--- src/sv/pdat_pkg.sv ---
// Shared types and constants of the P/D gain autotuner.
`timescale 1ns / 1ps

package pdat_pkg;

  // Thresholds in Q11.4 units.
  localparam logic [16:0] RATE_FLOOR  = 17'd16;   // 1.0 deg/s
  localparam logic [16:0] ANGLE_LIMIT = 17'd64;   // 4.0 deg

  // Configuration register indexes.
  localparam logic [2:0] REG_P_INIT_ROLL  = 3'd0;
  localparam logic [2:0] REG_P_INIT_PITCH = 3'd1;
  localparam logic [2:0] REG_D_INIT_ROLL  = 3'd2;
  localparam logic [2:0] REG_D_INIT_PITCH = 3'd3;
  localparam logic [2:0] REG_COOLDOWN     = 3'd4;
  localparam logic [2:0] REG_DEBOUNCE     = 3'd5;
  localparam logic [2:0] REG_TUNED_AFTER  = 3'd6;

  // Reset values of the configuration registers.
  localparam logic [7:0]  RST_P_INIT      = 8'd20;
  localparam logic [7:0]  RST_D_INIT      = 8'd0;
  localparam logic [15:0] RST_COOLDOWN    = 16'd1000;
  localparam logic [15:0] RST_DEBOUNCE    = 16'd500;
  localparam logic [19:0] RST_TUNED_AFTER = 20'd30000;

  typedef struct packed {
    logic               axis;
    logic [31:0]        now_ms;
    logic signed [15:0] cmd_rate;
    logic signed [15:0] meas_rate;
    logic signed [15:0] setpoint;
    logic signed [15:0] meas_angle;
  } item_t;

  typedef struct packed {
    logic [7:0]  p_gain;
    logic [7:0]  d_gain;
    logic [31:0] err_start;
    logic        err_timing;
    logic [31:0] last_upd;
    logic        upd_once;
  } axis_state_t;

  typedef struct packed {
    logic [15:0] cooldown_ms;
    logic [15:0] debounce_ms;
    logic [19:0] tuned_after_ms;
  } tune_cfg_t;

  typedef struct packed {
    axis_state_t ax_next;
    logic        p_up;
    logic        d_up;
    logic        event_hit;
    logic        done_next;
  } eval_t;

  // Result packed with p_gain in the low bits.
  typedef struct packed {
    logic       tuned;
    logic       d_raised;
    logic       p_raised;
    logic [7:0] d_gain;
    logic [7:0] p_gain;
  } result_t;

  function automatic logic [16:0] mag17(input logic signed [16:0] v);
    logic [16:0] r;
    r = v[16] ? 17'(-v) : 17'(v);
    return r;
  endfunction

endpackage

--- src/sv/pdat_eval.sv ---
// Per-item tuning decision: thresholds, debounce, cooldown and gain steps.
`timescale 1ns / 1ps

module pdat_eval #(
  parameter int P_STEP_UNITS = 5,
  parameter int P_MAX_UNITS  = 120,
  parameter int D_STEP_UNITS = 2,
  parameter int D_MAX_UNITS  = 240
) (
  input  pdat_pkg::item_t       item,
  input  pdat_pkg::axis_state_t ax_st,
  input  pdat_pkg::tune_cfg_t   cfg,
  input  logic [31:0]           last_event,
  input  logic                  done,
  output pdat_pkg::eval_t       res
);
  import pdat_pkg::*;

  localparam logic [8:0] P_STEP = 9'(P_STEP_UNITS);
  localparam logic [8:0] P_MAX  = 9'(P_MAX_UNITS);
  localparam logic [8:0] D_STEP = 9'(D_STEP_UNITS);
  localparam logic [8:0] D_MAX  = 9'(D_MAX_UNITS);

  logic [16:0] areq, err, aset, aang;
  logic [21:0] err20, areq3;
  logic        cooling, active, big_err, deb_hit, d_cond;
  logic [31:0] start_eff;
  logic [8:0]  np, nd;
  logic        np_ok, nd_ok;

  always_comb begin
    areq  = mag17(17'(item.cmd_rate));
    err   = mag17(17'(item.cmd_rate) - 17'(item.meas_rate));
    aset  = mag17(17'(item.setpoint));
    aang  = mag17(17'(item.meas_angle) - 17'(item.setpoint));
    err20 = ({5'b0, err} << 4) + ({5'b0, err} << 2);
    areq3 = ({5'b0, areq} << 1) + {5'b0, areq};

    cooling = ax_st.upd_once &&
              ((item.now_ms - ax_st.last_upd) < {16'b0, cfg.cooldown_ms});
    active  = !done && (areq > RATE_FLOOR) && !cooling;
    big_err = (err > RATE_FLOOR) && (err20 > areq3);

    // debounce starts now if not already running
    start_eff = ax_st.err_timing ? ax_st.err_start : item.now_ms;
    deb_hit   = (item.now_ms - start_eff) > {16'b0, cfg.debounce_ms};
    d_cond    = !((aset < RATE_FLOOR) && (areq < RATE_FLOOR)) && (aang > ANGLE_LIMIT);

    np    = {1'b0, ax_st.p_gain} + P_STEP;
    nd    = {1'b0, ax_st.d_gain} + D_STEP;
    np_ok = np <= P_MAX;
    nd_ok = nd <= D_MAX;

    res         = '0;
    res.ax_next = ax_st;
    if (active && big_err) begin
      res.ax_next.err_timing = !deb_hit;
      res.ax_next.err_start  = start_eff;
      res.p_up               = deb_hit && np_ok;
    end else if (active) begin
      res.ax_next.err_timing = 1'b0;
      res.d_up               = d_cond && nd_ok;
    end

    res.event_hit = res.p_up || res.d_up;
    if (res.p_up) begin
      res.ax_next.p_gain = np[7:0];
    end
    if (res.d_up) begin
      res.ax_next.d_gain = nd[7:0];
    end
    if (res.event_hit) begin
      res.ax_next.last_upd = item.now_ms;
      res.ax_next.upd_once = 1'b1;
    end

    // an event this item resets the quiet time to zero
    res.done_next = done || (!res.event_hit &&
                    ((item.now_ms - last_event) > {12'b0, cfg.tuned_after_ms}));
  end

endmodule

--- src/sv/pd_gain_autotuner.sv ---
// Top level of the two-axis P/D gain autotuner.
`timescale 1ns / 1ps

// Two-axis P/D gain autotuner. Each request on s_* carries one axis sample
// (axis in s_tuser; time, rates and angles in s_tdata) and yields exactly one
// result on m_*: the axis gains after the sample, raise flags and the tuned
// flag. Throughput is one request per clock while m_tready keeps the result
// register draining; a request accepted at one edge is latched in the input
// register, then evaluated and written to the result register at the next
// edge where that register is free or being drained, which raises m_tvalid.
// The per-axis state read-modify-write is done in the same cycle as the
// decision, so a following sample on the same axis sees it.
// Configuration writes (cfg_valid/cfg_ready, always ready) are expected
// only while no request is in flight; writing an initial gain also reloads
// that axis's gain at once. Indexes beyond the register list are ignored.
module pd_gain_autotuner #(
  parameter int P_STEP_UNITS = 5,
  parameter int P_MAX_UNITS  = 120,
  parameter int D_STEP_UNITS = 2,
  parameter int D_MAX_UNITS  = 240
) (
  input  logic        clk,
  input  logic        rst,
  // input samples
  input  logic        s_tvalid,
  output logic        s_tready,
  input  logic [95:0] s_tdata,   // now_ms[31:0], cmd_rate, meas_rate, setpoint, meas_angle
  input  logic        s_tuser,   // axis (0 roll, 1 pitch)
  // results
  output logic        m_tvalid,
  input  logic        m_tready,
  output logic [23:0] m_tdata,   // p_gain, d_gain, p_raised, d_raised, tuned, zero pad
  // configuration writes
  input  logic        cfg_valid,
  output logic        cfg_ready,
  input  logic [2:0]  cfg_index,
  input  logic [19:0] cfg_data
);
  import pdat_pkg::*;

  // config registers
  tune_cfg_t  cfg;

  // per-axis state
  logic [7:0]  p_gain_q     [2];
  logic [7:0]  d_gain_q     [2];
  logic [31:0] err_start_q  [2];
  logic        err_timing_q [2];
  logic [31:0] last_upd_q   [2];
  logic        upd_once_q   [2];
  logic [31:0] last_event;
  logic        done;

  // pipeline registers
  logic        in_vld;
  item_t       in_q;
  logic        out_vld;
  result_t     out_q;
  logic        advance;

  axis_state_t ax_st;
  eval_t       ev;

  assign cfg_ready = 1'b1;
  assign advance   = in_vld && (!out_vld || m_tready);
  assign s_tready  = !in_vld || advance;
  assign m_tvalid  = out_vld;
  assign m_tdata   = {5'b0, out_q};

  always_comb begin
    ax_st.p_gain     = p_gain_q[in_q.axis];
    ax_st.d_gain     = d_gain_q[in_q.axis];
    ax_st.err_start  = err_start_q[in_q.axis];
    ax_st.err_timing = err_timing_q[in_q.axis];
    ax_st.last_upd   = last_upd_q[in_q.axis];
    ax_st.upd_once   = upd_once_q[in_q.axis];
  end

  pdat_eval #(
    .P_STEP_UNITS(P_STEP_UNITS),
    .P_MAX_UNITS (P_MAX_UNITS),
    .D_STEP_UNITS(D_STEP_UNITS),
    .D_MAX_UNITS (D_MAX_UNITS)
  ) u_eval (
    .item      (in_q),
    .ax_st     (ax_st),
    .cfg       (cfg),
    .last_event(last_event),
    .done      (done),
    .res       (ev)
  );

  // payload registers
  always_ff @(posedge clk) begin
    if (s_tvalid && s_tready) begin
      in_q.axis       <= s_tuser;
      in_q.now_ms     <= s_tdata[31:0];
      in_q.cmd_rate   <= s_tdata[47:32];
      in_q.meas_rate  <= s_tdata[63:48];
      in_q.setpoint   <= s_tdata[79:64];
      in_q.meas_angle <= s_tdata[95:80];
    end
    if (advance) begin
      out_q.p_gain   <= ev.ax_next.p_gain;
      out_q.d_gain   <= ev.ax_next.d_gain;
      out_q.p_raised <= ev.p_up;
      out_q.d_raised <= ev.d_up;
      out_q.tuned    <= ev.done_next;
    end
  end

  // control, config and tuning state
  always_ff @(posedge clk) begin
    if (rst) begin
      in_vld             <= 1'b0;
      out_vld            <= 1'b0;
      cfg.cooldown_ms    <= RST_COOLDOWN;
      cfg.debounce_ms    <= RST_DEBOUNCE;
      cfg.tuned_after_ms <= RST_TUNED_AFTER;
      for (int i = 0; i < 2; i++) begin
        p_gain_q[i]     <= RST_P_INIT;
        d_gain_q[i]     <= RST_D_INIT;
        err_start_q[i]  <= '0;
        err_timing_q[i] <= 1'b0;
        last_upd_q[i]   <= '0;
        upd_once_q[i]   <= 1'b0;
      end
      last_event <= '0;
      done       <= 1'b0;
    end else begin
      if (s_tready) begin
        in_vld <= s_tvalid;
      end
      if (advance) begin
        out_vld <= 1'b1;
      end else if (m_tready) begin
        out_vld <= 1'b0;
      end

      if (advance) begin
        p_gain_q[in_q.axis]     <= ev.ax_next.p_gain;
        d_gain_q[in_q.axis]     <= ev.ax_next.d_gain;
        err_start_q[in_q.axis]  <= ev.ax_next.err_start;
        err_timing_q[in_q.axis] <= ev.ax_next.err_timing;
        last_upd_q[in_q.axis]   <= ev.ax_next.last_upd;
        upd_once_q[in_q.axis]   <= ev.ax_next.upd_once;
        if (ev.event_hit) begin
          last_event <= in_q.now_ms;
        end
        done <= ev.done_next;
      end

      // gain init writes load the live gain of that axis
      if (cfg_valid && cfg_ready) begin
        case (cfg_index)
          REG_P_INIT_ROLL: begin
            p_gain_q[0] <= cfg_data[7:0];
          end
          REG_P_INIT_PITCH: begin
            p_gain_q[1] <= cfg_data[7:0];
          end
          REG_D_INIT_ROLL: begin
            d_gain_q[0] <= cfg_data[7:0];
          end
          REG_D_INIT_PITCH: begin
            d_gain_q[1] <= cfg_data[7:0];
          end
          REG_COOLDOWN:    cfg.cooldown_ms    <= cfg_data[15:0];
          REG_DEBOUNCE:    cfg.debounce_ms    <= cfg_data[15:0];
          REG_TUNED_AFTER: cfg.tuned_after_ms <= cfg_data;
          default: ;
        endcase
      end
    end
  end

endmodule

--- config.mk ---
export PLATFORM = sky130hd
export DESIGN_NAME = pd_gain_autotuner
export DESIGN_NICKNAME = d
export VERILOG_FILES = /design/src/sv/pdat_pkg.sv /design/src/sv/pdat_eval.sv /design/src/sv/pd_gain_autotuner.sv
export SDC_FILE = /design/constraint.sdc
export NUM_CORES = 1
export LEC_CHECK = 0
export BUFFER_PORTS_ARGS = -buffer_cell sky130_fd_sc_hd__buf_2
export CAP_MARGIN = 15
export CORE_AREA = 2 2 354 251
export CTS_CLUSTER_SIZE = 25
export DETAILED_ROUTE_END_ITERATION = 16
export DIE_AREA = 0 0 356 253
export PLACE_DENSITY = 0.52
export SYNTH_ARGS = -nofsm -noshare
export SYNTH_HDL_FRONTEND = slang
export SYNTH_SLANG_ARGS = --single-unit
--- constraint.sdc ---
create_clock -name clk -period 11.9 [get_ports clk]
set_input_delay 1.19 -clock clk [delete_from_list [all_inputs] [get_ports clk]]
set_output_delay 1.19 -clock clk [all_outputs]
set_load 0.02 [all_outputs]
==> run summary <==
The run gives 3142 as the number of instances in the synthesized netlist. The internal power is 3.41 mW, and the vias per cell is 5.21. Fmax: 0.108 GHz. The H-tree was split into 2 levels. In the final routed layout, each cell accounts on average for 18.9 um. The number of clock sinks is 368. Entering global routing, the biggest net connects 74 pins. The reported max-cap violation count was 0; the post-detailed-route count of antenna-violating nets was 0.

For this design the total switching power over the nets is 2.19 mW. After synthesis, the share of flip-flops with an asynchronous set or reset is 0%. In this run the cell area measured after placement is 30300 um2. The logs give 0 for the hold violation total from the final report and 0 for the post-CTS setup-driven buffer insertion count. Summed over its instances, the top area cell type makes up 29.6% of the synthesized netlist area. The total setup violations reported at the end of the flow is 0, and the count of pins over their slew limit is 0. The via count of the routed design is 23100, and the number of warnings issued by yosys is 0. The run gives 26.1% as the remaining max-slew budget at the tightest pin. The biggest fanout along the worst timing path was 32. The clock input transition at the sequential cells of the worst setup and hold paths was 60 ps; the die outline area was 90100 um2. The count of unresolved DRC violations after routing is 0, and the filler cell count in the final layout is 8897. Post-layout utilization of the core: 36.7%. The slack of the worst reg-to-reg path was 2610 ps.

The total overflow left after global routing is 0. In the finished design, the share of the clock period the worst path needs comes to 78.1%. During placement, the flow inserted port buffers numbering 145.

The average footprint of a synthesized cell is 9.03 um2. In this run the deepest clock path goes through 3 buffers. On the worst path, the slowest cell contributes a delay of 610 ps. Once the floorplan was initialized, standard cells occupied 32.6% of the core. The endpoint type of the worst setup path was a flip-flop.

By area the synthesized netlist is led by edfxtp_1 (30%), ha_1 (11%), dfxtp_1 (6.2%). The commonest cells after synthesis are nand2_1 (387), edfxtp_1 (280), ha_1 (244). Minimum hold slack: 453 ps. The clock root buffer is clkbuf_16. The via count of the first global-routing pass is 21600, and the share of post-route cells with drive strength above 1 is 10.3%. Per report_power, the combinational group accounts for 44.8% of the total. The multi-input combinational cells in the finished layout cover a total of 16800 um2. The tools report the part of the Yosys area used for sequential elements as 35.8%. The number of synthesized register bits was 368. The final net count was 3619. The logs give 0.135 mV for the worst IR drop on VDD and 2680 ps for the worst setup slack before clock tree synthesis.

TritonCTS built the clock tree. The area added between synthesis and finish is 12.4%, and the post-synthesis cell area is 28400 um2. The synthesized design spends more area on one cell type than any other, namely edfxtp_1.

Counting stages on the worst path, the most repeated cell is a21oi_1. The initial antenna violation count is 3. Category of the worst setup path launch point: a flip-flop. Detailed placement finished with a half-perimeter wire length of 61400 um.

After clock tree synthesis, the flow added hold-fix buffers numbering 0. In the synthesized netlist the dominant register cell turns out to be edfxtp_1. Of the total power, the clock network draws 27.1%. For the worst setup path, the data arrival time is 9620 ps. The die is 356 um wide. Registers take 10200 um2. Clock tree synthesis inserted a total of 46 buffers. For the total of cells resized after clock tree synthesis, the log shows 0. For the global-route usage over all layers, the log shows 18.3%.

Setup repair after global routing left no endpoint under its margin. The critical path in this run is classified as flip-flop to flip-flop. The worst endpoint required time came out at 12230 ps. Once layout is done, the placed cells without fillers occupy 31900 um2. The finished layout holds 4444 standard cells, fillers aside.

In the final timing run, aggregate negative setup slack is 0 ps. The die is 253 um tall. The number of flops mapped to enable cells by yosys was 280; the boundary pin count was 152. The startpoint identified for the worst register-to-register timing path is in_q[48]. The tools report the post-layout worst setup margin as 2610 ps. The origin of the worst min-delay path was cfg[7]. The cell with the largest stage delay on the worst path is buf_4. The floorplan has 91 rows. The most common cell in the netlist is nand2_1. The clock arrives with 22.1 ps of skew. The core area was 87000 um2. The critical path starts at in_q[48]. The smallest clock period supported by the final layout is computed as 9290 ps. The first detailed-routing pass ran for 6 iterations. For the pin with the worst max-slew slack, the measured transition is 1090 ps.

For this design the ratio of total power to cell area is 176 nW/um2. After layout, the design draws a total of 5.60 mW. The global-route wire length before repair is 129000 um, and the number of distinct library cells after synthesis is 102. The min-delay analysis places its worst path in the category flip-flop to flip-flop. The logs give 28.1% for the register share of total power and 610 ps for the clock latency of the later-clocked register in the worst-skew pair. The tools report the final wirelength as 83800 um. The initial detailed-routing violation count is 2036. In this run switching power makes up 39.0% of total power.

The analysis attributes to cell leakage a power of 12.9 nW. The run gives 0.868 as the routability congestion estimate from global placement. Post-placement cell count: 4356. The flow ran to the end, and the final reports show no timing, DRC or antenna violations.
[final timing paths]
path,end,cells after the start
worst min-delay path,cfg[7],2
worst max-delay path,last_upd_q[0][22],35
worst min register to register,cfg[7],2
worst max register to register,last_upd_q[0][22],35
[layout by cell type, fill, tap and decap left out, types with 54 or more instances in the layout]
cell type / n
xnor2_1: 105
a21o_1: 71
mux2i_1: 159
nor2_1: 229
ha_1: 244
inv_1: 230
nand3_1: 66
o21ai_0: 153
dfxtp_1: 87
nand2b_1: 94
a21oi_1: 217
nand2_1: 387
buf_2: 144
xor2_1: 54
edfxtp_1: 280
[flip-flops by register name, indices dropped and copies added, names as in the netlist, named ones only]
register and count:
in_q 97, err_start_q 64, last_upd_q 64, cfg 52
last_event 32, m_tdata 19, d_gain_q 16, p_gain_q 16
err_timing_q 2, upd_once_q 2, done 1, in_vld 1
m_tvalid 1
[layer usage]
metal / wire [um] / share of wire [%] / vias up / global-route usage, %
met3: 4720 / 5.6 / 91 / 2.71
met5: 0 / 0 / - / 0
li1: - / - / 11500 / -
met2: 32400 / 39 / 569 / 25.0
met4: 1850 / 2.2 / 0 / 4.70
met1: 44800 / 53 / 10900 / 29.1
[critical path, delay by kind of cell, from the launching register on]
family	cells	cell delay (ps)
AOI/OAI and AO/OA	18	3960
muxes	1	160
buffers and inverters	3	1020
and+or+nand+nor	7	1500
xor gates and xnor gates	1	170
DFF	1	420
adders and majority gates	5	1700
[cell type report]
cell class,instances,area share [%]
multi-input combinational,2421,52.7
sequential,368,31.9
tap,1162,4.56
clock buffer,52,3.85
timing repair buffer,174,2.97
inverter,232,2.74
clock inverter,33,1.23
antenna,2,0.0157
[power groups by stage]
stage / Clock, mW / Combinational (mW) / Sequential, mW
final: 1.52 / 2.51 / 1.58
after global routing: 1.60 / 2.77 / 1.59
after CTS: 1.56 / 2.50 / 1.58
after detailed placement: 0 / 2.48 / 1.60
after global placement: 0 / 2.48 / 1.60
after floorplan: 0 / 1.90 / 1.59
[logic make-up (layout without fill, tap and decap cells)]
kind of cell    after synthesis  after routing  synth area share [%]
simple gates               1026           1026                  17.2
compound gates              738            738                  17.0
flops                       368            368                  35.8
buf+inv                     361            491                  5.08
fa+ha+maj                   252            252                  11.3
mux                         235            235                  8.63
xor+xnor                    160            160                  4.97
other cells                   2             12                0.0265
Note: power is estimated with default switching activity, not from simulation.
